## src/rtl/spq_pkg.sv

```systemverilog
// Package for the stable priority queue: sizes, command and status codes,
// and the request, result and stored entry types.
// No dependencies.
package spq_pkg;

  localparam int QUEUE_DEPTH = 16;
  localparam int IDX_W       = $clog2(QUEUE_DEPTH);
  localparam int CNT_W       = $clog2(QUEUE_DEPTH + 1);
  localparam int SUM_W       = IDX_W + 1;

  localparam int CMD_W       = 2;
  localparam int URG_W       = 3;
  localparam int KEY_W       = 32;
  localparam int CONTACT_W   = 48;
  localparam int STATUS_W    = 3;
  localparam int POS_W       = 9;

  localparam logic [URG_W-1:0] URG_MIN = URG_W'(1);
  localparam logic [URG_W-1:0] URG_MAX = URG_W'(5);

  typedef enum logic [CMD_W-1:0] {
    CMD_INSERT = 2'd0,
    CMD_POP    = 2'd1,
    CMD_LOOKUP = 2'd2,
    CMD_NONE   = 2'd3
  } cmd_t;

  typedef enum logic [STATUS_W-1:0] {
    ST_DONE     = 3'd0,
    ST_EMPTY    = 3'd1,
    ST_FULL     = 3'd2,
    ST_NOTFOUND = 3'd3,
    ST_BADURG   = 3'd4
  } status_t;

  typedef struct packed {
    logic [CMD_W-1:0]     command;
    logic [URG_W-1:0]     urgency;
    logic [KEY_W-1:0]     patient_key;
    logic [CONTACT_W-1:0] contact_value;
  } in_req_t;

  typedef struct packed {
    logic [STATUS_W-1:0]  status;
    logic [URG_W-1:0]     out_urgency;
    logic [KEY_W-1:0]     out_key;
    logic [CONTACT_W-1:0] out_contact;
    logic [POS_W-1:0]     position;
    logic [POS_W-1:0]     entry_count;
    logic                 is_empty;
  } out_res_t;

  typedef struct packed {
    logic [URG_W-1:0]     urg;
    logic [KEY_W-1:0]     key;
    logic [CONTACT_W-1:0] contact;
  } entry_t;

endpackage

```

## src/rtl/stable_priority_queue.sv

```systemverilog
// Top level of the stable priority queue: entry memory held as a ring,
// command sequencer and registered result.
// Depends on spq_pkg.
//
// Usage: present a request on in_req and raise start while busy is low; the
// request is taken at that clock edge. Commands are insert, pop head and
// lookup by key. Exactly one result follows per request: out_res is valid
// for the single cycle in which out_strobe is high, and the receiver cannot
// hold it off. busy is low again in that same cycle, so the next request
// may be taken while the result is shown.
// With N entries held: refusals, the unused command, an insert into an
// empty queue and a lookup on an empty queue are answered at once from idle;
// pop passes through S_POP; lookup reads up to N entries in S_LOOK; insert
// shifts entries in S_INS and may end in S_PUT. The single read port of the
// entry memory sets this walk: the insert goes from the tail towards the head,
// reading and writing one entry per cycle; the lookup reads one per cycle.
// Reset clears the count, the head pointer and the sequencer; the entry
// memory is not cleared, and no entry is read before it has been written.
module stable_priority_queue (
  input  logic              clk,
  input  logic              rst_n,
  input  logic              start,
  output logic              busy,
  input  spq_pkg::in_req_t  in_req,
  output logic              out_strobe,
  output spq_pkg::out_res_t out_res
);
  import spq_pkg::*;

  typedef enum logic [4:0] {
    S_IDLE = 5'b00001,
    S_INS  = 5'b00010,
    S_PUT  = 5'b00100,
    S_POP  = 5'b01000,
    S_LOOK = 5'b10000
  } state_t;

  state_t             state_r, state_nxt;
  logic [CNT_W-1:0]   occ_r, occ_nxt;
  logic [IDX_W-1:0]   head_r, head_nxt;
  logic [CNT_W-1:0]   idx_r, idx_nxt;
  entry_t             new_r, new_nxt;
  logic               out_strobe_r, out_strobe_nxt;
  out_res_t           out_res_r, out_res_nxt;

  entry_t             mem [QUEUE_DEPTH];
  entry_t             rd_data_r;
  logic [CNT_W-1:0]   rd_log;
  logic [CNT_W-1:0]   wr_log;
  logic               wr_en;
  entry_t             wr_data;
  logic [IDX_W-1:0]   rd_addr;
  logic [IDX_W-1:0]   wr_addr;

  logic               accept;
  logic               full;
  logic               urg_ok;
  logic               finish;
  status_t            fin_status;
  entry_t             fin_entry;
  logic [CNT_W-1:0]   fin_pos;

  function automatic logic [IDX_W-1:0] phys(input logic [IDX_W-1:0] head,
                                            input logic [CNT_W-1:0] l);
    logic [SUM_W-1:0] s;
    s = SUM_W'(head) + SUM_W'(l);
    if (s >= SUM_W'(QUEUE_DEPTH)) begin
      s = s - SUM_W'(QUEUE_DEPTH);
    end
    return s[IDX_W-1:0];
  endfunction

  assign accept  = start && (state_r == S_IDLE);
  assign full    = (occ_r == CNT_W'(QUEUE_DEPTH));
  assign urg_ok  = (in_req.urgency >= URG_MIN) && (in_req.urgency <= URG_MAX);
  assign rd_addr = phys(head_r, rd_log);
  assign wr_addr = phys(head_r, wr_log);

  always_ff @(posedge clk) begin
    if (wr_en) begin
      mem[wr_addr] <= wr_data;
    end
  end

  always_ff @(posedge clk) begin
    rd_data_r <= mem[rd_addr];
  end

  always_comb begin
    state_nxt  = state_r;
    occ_nxt    = occ_r;
    head_nxt   = head_r;
    idx_nxt    = idx_r;
    new_nxt    = new_r;
    rd_log     = '0;
    wr_log     = '0;
    wr_en      = 1'b0;
    wr_data    = new_r;
    finish     = 1'b0;
    fin_status = ST_DONE;
    fin_entry  = '0;
    fin_pos    = '0;

    case (state_r)
      S_IDLE: begin
        if (accept) begin
          new_nxt.urg     = in_req.urgency;
          new_nxt.key     = in_req.patient_key;
          new_nxt.contact = in_req.contact_value;
          case (cmd_t'(in_req.command))
            CMD_INSERT: begin
              if (full) begin
                finish     = 1'b1;
                fin_status = ST_FULL;
              end else if (!urg_ok) begin
                finish     = 1'b1;
                fin_status = ST_BADURG;
              end else if (occ_r == '0) begin
                wr_en           = 1'b1;
                wr_data.urg     = in_req.urgency;
                wr_data.key     = in_req.patient_key;
                wr_data.contact = in_req.contact_value;
                occ_nxt         = occ_r + CNT_W'(1);
                finish          = 1'b1;
              end else begin
                rd_log    = occ_r - CNT_W'(1);
                idx_nxt   = occ_r;
                state_nxt = S_INS;
              end
            end
            CMD_POP: begin
              if (occ_r == '0) begin
                finish     = 1'b1;
                fin_status = ST_EMPTY;
              end else begin
                state_nxt = S_POP;
              end
            end
            CMD_LOOKUP: begin
              if (occ_r == '0) begin
                finish     = 1'b1;
                fin_status = ST_NOTFOUND;
              end else begin
                idx_nxt   = '0;
                state_nxt = S_LOOK;
              end
            end
            default: begin
              finish = 1'b1;
            end
          endcase
        end
      end
      S_INS: begin
        wr_en  = 1'b1;
        wr_log = idx_r;
        if (rd_data_r.urg >= new_r.urg) begin
          occ_nxt   = occ_r + CNT_W'(1);
          finish    = 1'b1;
          state_nxt = S_IDLE;
        end else begin
          wr_data = rd_data_r;
          idx_nxt = idx_r - CNT_W'(1);
          if (idx_r == CNT_W'(1)) begin
            state_nxt = S_PUT;
          end else begin
            rd_log = idx_r - CNT_W'(2);
          end
        end
      end
      S_PUT: begin
        wr_en     = 1'b1;
        wr_log    = idx_r;
        occ_nxt   = occ_r + CNT_W'(1);
        finish    = 1'b1;
        state_nxt = S_IDLE;
      end
      S_POP: begin
        fin_entry = rd_data_r;
        occ_nxt   = occ_r - CNT_W'(1);
        head_nxt  = phys(head_r, CNT_W'(1));
        finish    = 1'b1;
        state_nxt = S_IDLE;
      end
      S_LOOK: begin
        if (rd_data_r.key == new_r.key) begin
          fin_entry = rd_data_r;
          fin_pos   = idx_r + CNT_W'(1);
          finish    = 1'b1;
          state_nxt = S_IDLE;
        end else if (idx_r + CNT_W'(1) == occ_r) begin
          fin_status = ST_NOTFOUND;
          finish     = 1'b1;
          state_nxt  = S_IDLE;
        end else begin
          rd_log  = idx_r + CNT_W'(1);
          idx_nxt = idx_r + CNT_W'(1);
        end
      end
      default: begin
        state_nxt = S_IDLE;
      end
    endcase

    out_strobe_nxt          = finish;
    out_res_nxt             = out_res_r;
    if (finish) begin
      out_res_nxt.status      = fin_status;
      out_res_nxt.out_urgency = fin_entry.urg;
      out_res_nxt.out_key     = fin_entry.key;
      out_res_nxt.out_contact = fin_entry.contact;
      out_res_nxt.position    = POS_W'(fin_pos);
      out_res_nxt.entry_count = POS_W'(occ_nxt);
      out_res_nxt.is_empty    = (occ_nxt == '0);
    end
  end

  always_ff @(posedge clk) begin
    if (!rst_n) begin
      state_r      <= S_IDLE;
      occ_r        <= '0;
      head_r       <= '0;
      idx_r        <= '0;
      out_strobe_r <= 1'b0;
    end else begin
      state_r      <= state_nxt;
      occ_r        <= occ_nxt;
      head_r       <= head_nxt;
      idx_r        <= idx_nxt;
      out_strobe_r <= out_strobe_nxt;
    end
  end

  always_ff @(posedge clk) begin
    new_r     <= new_nxt;
    out_res_r <= out_res_nxt;
  end

  assign busy       = (state_r != S_IDLE);
  assign out_strobe = out_strobe_r;
  assign out_res    = out_res_r;

`ifndef SYNTHESIS
  a_strobe_idle: assert property (@(posedge clk) disable iff (!rst_n)
    out_strobe_r |-> (state_r == S_IDLE))
    else $error("result shown while a request is still in work");

  a_occ_bound: assert property (@(posedge clk) disable iff (!rst_n)
    occ_r <= CNT_W'(QUEUE_DEPTH))
    else $error("occupancy beyond queue depth");

  a_occ_moves_with_result: assert property (@(posedge clk) disable iff (!rst_n)
    !$stable(occ_r) |-> out_strobe_r)
    else $error("occupancy changed without a result");

  a_pop_empty: assert property (@(posedge clk) disable iff (!rst_n)
    (accept && (in_req.command == CMD_POP) && (occ_r == '0)) |=>
      (out_strobe_r && (out_res_r.status == ST_EMPTY)))
    else $error("pop on empty queue not refused at once");

  a_count_field: assert property (@(posedge clk) disable iff (!rst_n)
    out_strobe_r |-> ((out_res_r.entry_count == POS_W'(occ_r)) &&
                      (out_res_r.is_empty == (occ_r == '0))))
    else $error("reported count differs from occupancy");
`endif

endmodule
```

## config.mk

```make
export PLATFORM = sky130hd
export DESIGN_NAME = stable_priority_queue
export DESIGN_NICKNAME = d
export VERILOG_FILES = /design/src/rtl/spq_pkg.sv /design/src/rtl/stable_priority_queue.sv
export SDC_FILE = /design/constraint.sdc
export NUM_CORES = 1
export LEC_CHECK = 0
export ABC_AREA = 1
export BUFFER_PORTS_ARGS = -buffer_cell sky130_fd_sc_hd__buf_2
export CAP_MARGIN = 40
export CORE_UTILIZATION = 47
export CTS_CLUSTER_DIAMETER = 100
export DETAILED_ROUTE_END_ITERATION = 8
export PLACE_DENSITY_LB_ADDON = 0.1
export SYNTH_ARGS = -nofsm -noshare
export SYNTH_HDL_FRONTEND = slang
export SYNTH_SLANG_ARGS = --single-unit
export TNS_END_PERCENT = 1
```

## constraint.sdc

```tcl
create_clock -name clk -period 7.9 [get_ports clk]
set_input_delay 1.58 -clock clk [delete_from_list [all_inputs] [get_ports clk]]
set_output_delay 1.58 -clock clk [all_outputs]
set_load 0.05 [all_outputs]
```

Word level (Yosys, flattened, before mapping):

Memory sizes are Yosys's and may differ from the RTL's. A register that Yosys moved wholly into a read port is not among the register bits.
Index checks and enable logic that the tools add are counted.

* register bits: 200
* bits in writable memories: 1328
* input port bits: 88
* output and inout port bits: 107
* word-level logic and storage cells: 148
* memories kept: 1

* $add $sub $neg: 11
* magnitude comparators: 6
* equality and inequality tests: 25
* multiplexer cells: 77
* reductions and logical operators: 13

Memory list
* mem: depth 16, width 83, read ports 1, clocked after Yosys merged registers in 1, wr ports 1, RTL line stable_priority_queue.sv:46 `entry_t mem [QUEUE_DEPTH];`

Operators with widths (count)
* two-way mux 83 bit: 7
* one-hot mux 83 bit (2 select lines): 2
* two-way mux 5 bit: 34
* one-hot mux 5 bit (3 select lines): 4
* == test 32 bit: 1
* inequality test 3 bit, second input constant: 7
* one-hot mux 5 bit (4 select lines): 1
* greater-or-equal comparator 5 bit, second input constant: 3
* two-way mux 1 bit: 14
* two-way mux 4 bit: 3
* subtractor 4 x 1 -> 4 bit, second input constant: 3
* adder 4 x 5 -> 5 bit: 2
* adder 5 x 1 -> 5 bit, second input constant: 2
* == test 5 x 1 -> 1 bit, second input constant: 2
* == test 5 bit, second input constant: 2
* zero test 5 bit: 2
* one-hot mux 5 bit (2 select lines): 1
* AND reduction 10 bit: 1
* subtractor 5 x 1 -> 5 bit, second input constant: 2
* two-way mux 3 bit: 3
* one-hot mux 3 bit (3 select lines): 1
* AND reduction 9 bit: 1
* inequality test 2 bit, second input constant: 4
* two-way mux 2 bit: 3
* other kinds (22): 27

Longest topological paths before layout:

Gate-level depths: netlist (run 1).

* word-level depth: 10
* gate-level depth with buffers: 24
* mapped depth without buffers: 22

Worst setup path after synthesis (run 1):

OpenSTA, ideal clock, no wires.

* path kind: input -> register
* start point: input port start
* end point: register out_res_r, in the netlist out_res[0] (enable)
* setup time: 0.458 ns
* arrival time: 7.823 ns
* data required time: 7.442 ns
* slack: -0.381 ns
* cell stages on the path: 4
* path through: inv_1 -> nor2_1 -> a21oi_1 -> nand2_1

* word-level cells in the longest chain between the ends: 3

Ends and longest elaborated chain
* start, declared: RTL line stable_priority_queue.sv:22 `input logic start,`
* logical AND 1 bit: RTL line stable_priority_queue.sv:73 `assign accept = start && (state_r == S_IDLE);`
* two-way mux 1 bit: RTL line stable_priority_queue.sv:106 `if (accept) begin`
* one-hot mux 1 bit (4 select lines): RTL line stable_priority_queue.sv:104 `case (state_r)`
* named net finish: RTL line stable_priority_queue.sv:58 `logic finish;`
* end signal, assigned: RTL line stable_priority_queue.sv:236 `out_res_r <= out_res_nxt;`
* end, declared: RTL line stable_priority_queue.sv:44 `out_res_t out_res_r, out_res_nxt;`

The timed path passes the listed nets, and every way through them passes these cells.
A chain may end at the register's enable or synchronous reset.

Worst setup path after layout (run 1):

* start point: register rd_data_r[49] (netlist name)
* end point: register rd_data_r[65] (netlist name)

* word-level cells in the longest chain between the ends: 6

Ends and longest elaborated chain
* == test 32 bit (*): RTL line stable_priority_queue.sv:186 `if (rd_data_r.key == new_r.key) begin`
* two-way mux 5 bit (*): RTL line stable_priority_queue.sv:186
* one-hot mux 5 bit (3 select lines) (*): RTL line stable_priority_queue.sv:104
* adder 4 x 5 -> 5 bit (*): RTL line stable_priority_queue.sv:66 `s = SUM_W'(head) + SUM_W'(l);`
* subtractor 4 x 1 -> 4 bit / greater-or-equal comparator 5 bit (equally long branches): RTL line stable_priority_queue.sv:68, stable_priority_queue.sv:67
* two-way mux 4 bit (*): RTL line stable_priority_queue.sv:67 `if (s >= SUM_W'(QUEUE_DEPTH)) begin`

Mark *: on every way between the ends. The rest lies on a longest branch, timed or not.

==> results of run 1 <==
## kinds of logic (layout without fill, tap and decap cells)
| kind of cell | count (synthesis) | in the layout | synth area share |
|---|---|---|---|
| and+or+nand+nor | 1521 | 1521 | 0.09970 |
| buffers and inverters | 565 | 909 | 0.03612 |
| other | 1 | 10 | 0.00005865 |
| DFF | 1611 | 1611 | 0.7405 |
| AOI/OAI and AO/OA | 1128 | 1128 | 0.1132 |
| xor gates and xnor gates | 36 | 36 | 0.004931 |
| adders and majority gates | 27 | 27 | 0.005518 |
## per-layer routing
metal / GRT usage / vias up / wire [um]
met1: 0.3733 / 20917 / 79270
met3: 0.03865 / 249 / 11590
li1: - / 18442 / -
met2: 0.4145 / 1494 / 84410
met4: 0.06236 / 6 / 3217
met5: 0 / - / 37
## through the flow
step | std cells | util
3_3_place_gp | 6613 | 0.4982
3_5_place_dp | 6696 | 0.5045
4_1_cts | 7008 | 0.5454
5_1_grt | 7009 | 0.5455
2_1_floorplan | 4896 | -
6_report | 7010 | 0.5455
## final timing paths
check	startpoint	endpoint	slack [ns]	cells after the start
setup / recovery	rd_data_r[49]	rd_data_r[65]	2.35	20
hold / removal	state_r[0]	state_r[0]	0.53	2
setup reg to reg	rd_data_r[49]	rd_data_r[65]	2.35	20
hold reg to reg	state_r[0]	state_r[0]	0.53	2
## flip-flops by register name (all words and copies together) (netlist names)
| register | cells |
|---|---|
| head_r | 4 |
| idx_r | 5 |
| mem | 1328 |
| new_r | 83 |
| occ_r | 5 |
| out_res | 97 |
| out_strobe | 1 |
| rd_data_r | 83 |
| state_r | 5 |
## placed cells by master, fill, tap and decap left out, types with 7 or more instances in the layout
master / Yosys / layout
inv_1: 225 / 222
clkbuf_8: 0 / 11
buf_4: 18 / 145
xnor2_1: 27 / 26
nand2_1: 1034 / 1033
or2_2: 168 / 168
o21ai_0: 21 / 21
a21oi_1: 679 / 678
buf_16: 0 / 10
nor2_4: 2 / 20
xor2_1: 9 / 9
nand3_1: 121 / 121
clkinv_1: 2 / 28
nor3_1: 7 / 7
a221oi_1: 332 / 332
conb_1: 1 / 8
buf_2: 49 / 186
buf_12: 0 / 23
o221ai_1: 86 / 85
bufinv_16: 0 / 17
clkbuf_1: 236 / 49
clkbuf_16: 0 / 168
clkinv_2: 0 / 24
ha_1: 25 / 24
nor2_1: 168 / 151
dfxtp_1: 103 / 103
edfxtp_1: 1508 / 1508
## layout make-up
| class | count | share of cell area |
|---|---|---|
| tap | 1768 | 0.03020 |
| multi-input combinational | 2720 | 0.1984 |
| clock inverter | 84 | 0.01315 |
| inverter | 233 | 0.01231 |
| sequential | 1611 | 0.6463 |
| antenna | 2 | 0.00006832 |
| clock buffer | 228 | 0.06197 |
| timing repair buffer | 364 | 0.03761 |
## power groups by stage
stage	logic [W]	clock network, W	registers, W
final	0.00602	0.00792	0.0117
after global routing	0.00655	0.00836	0.0117
after CTS	0.00603	0.00805	0.0117
after detailed placement	0.00600	0	0.0119
after global placement	0.00553	0	0.0119
after floorplan	0.00314	0	0.0124
## worst register-to-register path: cells and delay by family (launching register included)
kind                       cells  cell delay, ns
and+or+nand+nor               11            1.84
AOI/OAI and AO/OA              3            0.63
buffers and inverters          4            1.42
adders and majority gates      2            1.10
DFF                            1            0.47
==> qor.csv, run 1 <==
stage,metric,value,unit
timing,relSlewSlack,0.2233,
final_layout,fin_area,0.07326,sq mm
synth,yosysTopAreaCellShare,0.7082,
clock_tree,postCtsSetupBuffers,0,
synth,synth_most_common_cell,edfxtp_1,
synth,synth_seq_cells,1611,
global_routing,antenna_found_initial,6,
floorplanning,ios,195,
global_routing,grt_start_max_net_pins,182,
run,drv_cap,0,
clock_tree,hold_buffers,0,
synth,netlist_area,0.06394,sq mm
drt,drt_iter0_markers,3976,
critical_path,path_buf_inv,4,
power,ir_drop,0.2803,mV
clock_tree,cts_buffer_depth,3,
power,power.share.combinational,0.235,
timing,timing.final.ws_setup,2.351,ns
critical_path,cp_cell_sequence,inv_1 -> nand2_1 -> nand4_1 -> nor2_1 -> nand2_1 -> nor2_1 -> nand2_1 -> nand3_1 -> inv_1 -> nand2_1 -> o211ai_1 -> ha_4 -> fa_4 -> inv_8 -> buf_4 -> a21oi_1 -> a221oi_1 -> or2_2 -> nand3_1 -> nand2_1,
final_layout,seq_area,0.04735,sq mm
critical_path,crit_fanout,74,
critical_path,crit_required,8.62,ns
outcome,outcome,"finished, final reports clean",
clock_tree,cts_tree,built,
final_layout,nNetsFinal,5212,
power,p_total,0.02563,W
clock_tree,cts_resized,0,
power,internal_power,0.01768,W
min_path,hp-class,flip-flop to flip-flop,
floorplanning,coreArea,0.1343,sq mm
critical_path,worstSetupStartpointType,flip-flop,
floorplanning,initial_core_util,0.4761,
power,power_density,349.9,mW/mm^2
drt,vias_per_cell,5.864,
critical_path,critPathMostFrequentCell,nand2_1,
synth,synth_ff_type,edfxtp_1,
critical_path,crit_path_end_kind,flip-flop,
global_routing,grt_pass1_vias,39637,
synth,syn_inst,4889,
timing,clock_skew,0.04438,ns
power,p_sw,0.007950,W
power,p_seq_frac,0.456,
drt,num_vias,41108,
critical_path,crit_type,flip-flop to flip-flop,
global_routing,overflow,0,
floorplanning,die_area,0.1375,sq mm
clock_tree,clk_latency,0.80,ns
place,dpl_cell_area,0.06775,sq mm
final_layout,drive_above_1_share,0.1553,
synth,synth_common_cells,"edfxtp_1, nand2_1, a21oi_1",
timing,hold_slack,0.5298,ns
critical_path,slowest_delay,0.90,ns
drt,wl_per_cell,25.47,um
drt,ant_nets,0,
place,dp_hpwl,92280,um
synth,synth_cell_types,39,
place,place.gp.congestion,0.8124,
timing,min_period,5.549,ns
place,pre_cts_slack,1.891,ns
synth,yosys_warnings,0,
critical_path,cp.arrival,6.27,ns
clock_tree,cts_made_buffers,167,
final_layout,multi_input_area,0.01453,sq mm
timing,setup_violations,0,
synth,synth_top_cell_by_area,edfxtp_1,
timing,setup_tns,0,ns
synth,async_flop_share,0,
clock_tree,cts-root-buf,clkbuf_16,
timing,timing.final.hold_violations,0,
drt,route.detailed.drc,0,
timing,fmax,180.2,MHz
floorplanning,rows,134,
clock_tree,cts.sinks,1611,
synth,yosysSeqAreaShare,0.7405,
drt,firstDrtPassIters,5,
critical_path,critPathSlowestCell,fa_4,
critical_path,crit_family,simple AND/OR/NAND/NOR gates,
power,p_leak,27.38,nW
timing,slew_viol_final,0,
global_routing,grt_usage,0.2591,
place,port_buffers,186,
drt,routed_wl,178500,um
synth,synth_edf_count,1508,
timing,post-route-period-util,0.7024,
timing,rsz0062_at_grt,no,
global_routing,grt_pass1_wl,262700,um
synth,synthTopCellsByArea,"edfxtp_1, nand2_1, a21oi_1",
clock_tree,htree_levels,4,
floorplanning,die_h,370.8,um
floorplanning,die_w,370.8,um
final_layout,area_growth,14.57,%
power,clkPwrFrac,0.309,
power,switching_share,0.3101,
synth,avgSynthCellArea,13.08,sq um
timing,tightest_slew,1.165,ns
final_layout,fill_cells,11067,
clock_tree,path_clk_slew,0.06,ns
No activity file was read; power rests on OpenSTA's default activity.
==> inputs of run 2 (changes only) <==
Settings changed: ABC_AREA 1 to 0.
Clock period 7.9 ns to 4.5 ns, I/O delays scaled along.
==> qor.csv, run 2 <==
stage,metric,value,unit,change
drt,routed_wl,211500,um,+18%
place,place.gp.congestion,0.8492,,+4.5%
drt,num_vias,43839,,+6.6%
floorplanning,die_w,384.6,um,+3.7%
critical_path,crit_required,5.19,ns,-3.43 ns
floorplanning,rows,140,,+4.5%
timing,tightest_slew,0.8998,ns,-0.2653 ns
drt,firstDrtPassIters,7,,+2
synth,netlist_area,0.06880,sq mm,+7.6%
outcome,failed_checks,negative setup slack,,
synth,synth_edf_count,1508,,unchanged
floorplanning,initial_core_util,0.4732,,-0.002885
synth,avgSynthCellArea,16.22,sq um,+24%
drt,ant_nets,0,,unchanged
critical_path,worstSetupStartpointType,flip-flop,,
run,drv_cap,0,,unchanged
clock_tree,cts_buffer_depth,3,,unchanged
clock_tree,cts-root-buf,clkbuf_16,,
drt,drt_iter0_markers,5511,,+39%
clock_tree,cts_made_buffers,167,,unchanged
place,port_buffers,186,,unchanged
final_layout,final_cell_mix,"edfxtp_1, buf_4, mux4_2",,
clock_tree,cts.sinks,1611,,unchanged
timing,timing.final.ws_setup,-0.5593,ns,-2.910 ns
critical_path,cp.arrival,5.75,ns,-0.52 ns
final_layout,layout.cells.non_filler,6865,,-2.1%
synth,synth_ff_type,edfxtp_1,,
global_routing,antenna_found_initial,7,,+1
final_layout,area_growth,21.45,%,
timing,min_period,5.059,ns,-0.4898 ns
critical_path,critPathMostFrequentCell,clkbuf_16,,
timing,rsz0062_at_grt,yes,,
floorplanning,die_h,384.6,um,+3.7%
global_routing,grt_pass1_vias,42582,,+7.4%
synth,synth_top_cell_by_area,edfxtp_1,,
outcome,outcome,finished with violations,,
final_layout,top_register,mem,,
min_path,holdPathEnd,new_r[36],,
final_layout,drive_above_1_share,0.2968,,+0.1415
global_routing,grt_pass1_wl,298100,um,+13%
floorplanning,die_area,0.1479,sq mm,+7.6%
final_layout,fin_area,0.08356,sq mm,+14%
timing,slew_viol_final,0,,unchanged
timing,clock_skew,0.02139,ns,-0.02299 ns
synth,yosys_warnings,0,,unchanged
clock_tree,path_clk_slew,0.06,ns,about the same
synth,yosysSeqAreaShare,0.6881,,-0.05233
critical_path,rr_worst_depth,18,,-10%
global_routing,overflow,0,,unchanged
synth,yosysTopAreaCellShare,0.6582,,-0.05005
min_path,hp-class,input port to flip-flop,,
clock_tree,cts_tree,built,,
power,power_density,571.2,mW/mm^2,+63%
min_path,min_from,in_req[36],,
place,placedCellCount,6505,,-2.9%
critical_path,crit_path_end_kind,flip-flop,,
final_layout,largest_reg_flops,1328,,unchanged
clock_tree,clk_latency,0.82,ns,+0.02 ns
place,dpl_cell_area,0.07640,sq mm,+13%
clock_tree,hold_buffers,0,,unchanged
critical_path,crit_family,simple AND/OR/NAND/NOR gates,,
clock_tree,htree_levels,4,,unchanged
critical_path,critPathSlowestCell,fa_4,,
final_layout,final_util,0.5747,,+0.02927
critical_path,rrSetupSlack,-0.56,ns,-2.91 ns
timing,relSlewSlack,0.3975,,+0.1742
critical_path,crit_type,flip-flop to flip-flop,,
drt,wl_per_cell,30.81,um,+21%
critical_path,reg2reg_to,rd_data_r[75],,
critical_path,slowest_delay,0.86,ns,-0.04 ns
synth,synth_common_cells,"edfxtp_1, mux4_2, clkbuf_1",,
place,dp_hpwl,121300,um,+31%
floorplanning,ios,195,,unchanged
power,ir_drop,0.4258,mV,+52%
final_layout,mostFrequentLayoutCell,edfxtp_1,,
global_routing,grt_start_max_net_pins,84,,-54%
synth,syn_inst,4242,,-13%
floorplanning,coreArea,0.1454,sq mm,+8.3%
drt,route.detailed.drc,0,,unchanged
timing,post-route-period-util,1.124,,+0.4219
power,p_leak,28.12,nW,+2.7%
synth,async_flop_share,0,,unchanged
final_layout,nNetsFinal,4918,,-5.6%
critical_path,reg2reg_from,new_r[56],,
min_path,min_path_cells,1,,-1
critical_path,cp_cell_sequence,xor2_2 -> nor4_4 -> buf_4 -> nand4_1 -> buf_6 -> o21ai_4 -> nor2_2 -> a221o_1 -> fa_4 -> buf_12 -> buf_8 -> clkbuf_16 -> clkbuf_16 -> mux4_2 -> and2_1 -> mux2i_1 -> o22ai_1 -> or4_1,,
synth,synthTopCellsByArea,"edfxtp_1, mux4_2, dfxtp_1",,
synth,synth_cell_types,85,,+120%
critical_path,crit_fanout,7,,-91%
drt,vias_per_cell,6.386,,+8.9%
global_routing,grt_usage,0.2807,,+0.02166
timing,setup_violations,83,,+83
timing,timing.final.hold_violations,0,,unchanged
synth,synth_most_common_cell,edfxtp_1,,
synth,synth_seq_cells,1611,,unchanged
timing,fmax,197.7,MHz,+9.7%
critical_path,path_buf_inv,6,,+2
==> run 2: cell types whose count changed after synthesis, moves of 89 or more <==
| cell | previous run | this run |
|---|---|---|
| nand2_1 | 1034 | 167 |
| a21oi_1 | 679 | 181 |
| mux4_2 | 0 | 331 |
| a221oi_1 | 332 | 3 |
| or2_2 | 168 | 5 |
| o21ai_0 | 21 | 182 |
| and2_1 | 0 | 123 |
| a22o_1 | 0 | 116 |
| nor2_1 | 168 | 56 |
| nor3_1 | 7 | 98 |
| inv_1 | 225 | 136 |
==> run 2: cell type report <==
type,instances,area [sq um]
Fill cell,11155,61830
Timing Repair Buffer,709,7025
Sequential cell,1611,47350
Antenna cell,2,5.005
Clock buffer,201,4357
Multi-Input combinational cell,2175,20360
Clock inverter,111,1543
Tap cell,1917,2399
Inverter,139,526.8
==> run 2: how the worst max path moves through the flow <==
stage	depth (start not counted)	from	slack, ns	endpoint
3_5_place_dp	16	in_req[81]	-0.90	rd_data_r[17]
5_1_grt	18	new_r[49]	-0.59	rd_data_r[79]
6_report	18	new_r[56]	-0.56	rd_data_r[75]
2_1_floorplan	10	idx_r[0]	-2.23	out_res[0]
4_1_cts	18	new_r[76]	-0.53	rd_data_r[13]
3_3_place_gp	16	new_r[76]	-1.08	rd_data_r[45]
==> run 2: logic make-up after synthesis <==
| family | after synthesis | synth area share |
|---|---|---|
| simple gates | 746 | 0.05927 |
| flops | 1611 | 0.6881 |
| other cells | 1 | 0.00005450 |
| mux | 377 | 0.1151 |
| xor+xnor | 56 | 0.007747 |
| fa+ha+maj | 27 | 0.005128 |
| compound gates | 961 | 0.09651 |
| buf+inv | 463 | 0.02810 |
==> run 2: timing repair <==
item                                    CTS  global route
endpoints found under the hold margin     0             0
pin swaps                                 3           133
resized for setup                        17           158
cloned                                    0            13
buffers inserted                          1            32
endpoints found under the setup margin   83            83
==> run 2: stage by stage <==
step                      power, W  hold slack (ns)  worst slack, ns  TNS (ns)
after floorplan            0.02761           0.5072           -2.232  -2463.01
after global placement     0.03251           0.5455           -1.079    -80.04
after detailed placement   0.03270           0.5325          -0.8956    -65.50
after CTS                  0.04750           0.2005          -0.5308    -37.55
after global routing       0.04932           0.2345          -0.5903    -42.92
final                      0.04773           0.2686          -0.5593    -36.37
==> run 2: metal layers <==
metal / up-vias / routed length, um / part of all wire / track usage
met3: 421 / 19290 / 0.091 / 0.04859
met4: 0 / 6505 / 0.031 / 0.1014
met5: - / 0 / 0 / 0
met2: 2361 / 99990 / 0.47 / 0.4393
li1: 18406 / - / - / -
met1: 22651 / 85740 / 0.41 / 0.3965
==> run 2: worst register-to-register path, cell delays in order (launching register included) <==
cell	delay, ns
edfxtp_1	0.43
xor2_2	0.22
nor4_4	0.34
buf_4	0.18
nand4_1	0.19
buf_6	0.20
o21ai_4	0.15
nor2_2	0.05
a221o_1	0.37
fa_4	0.86
buf_12	0.15
buf_8	0.13
clkbuf_16	0.21
clkbuf_16	0.18
mux4_2	0.32
and2_1	0.18
mux2i_1	0.17
o22ai_1	0.11
or4_1	0.51
==> run 2: where the power goes <==
group / total [W] / switching (W) / internal (W)
registers: 0.0207 / 0.000687 / 0.0200
clock network: 0.0148 / 0.00605 / 0.00873
logic: 0.0122 / 0.00832 / 0.00392
total: 0.0477 / 0.0151 / 0.0327
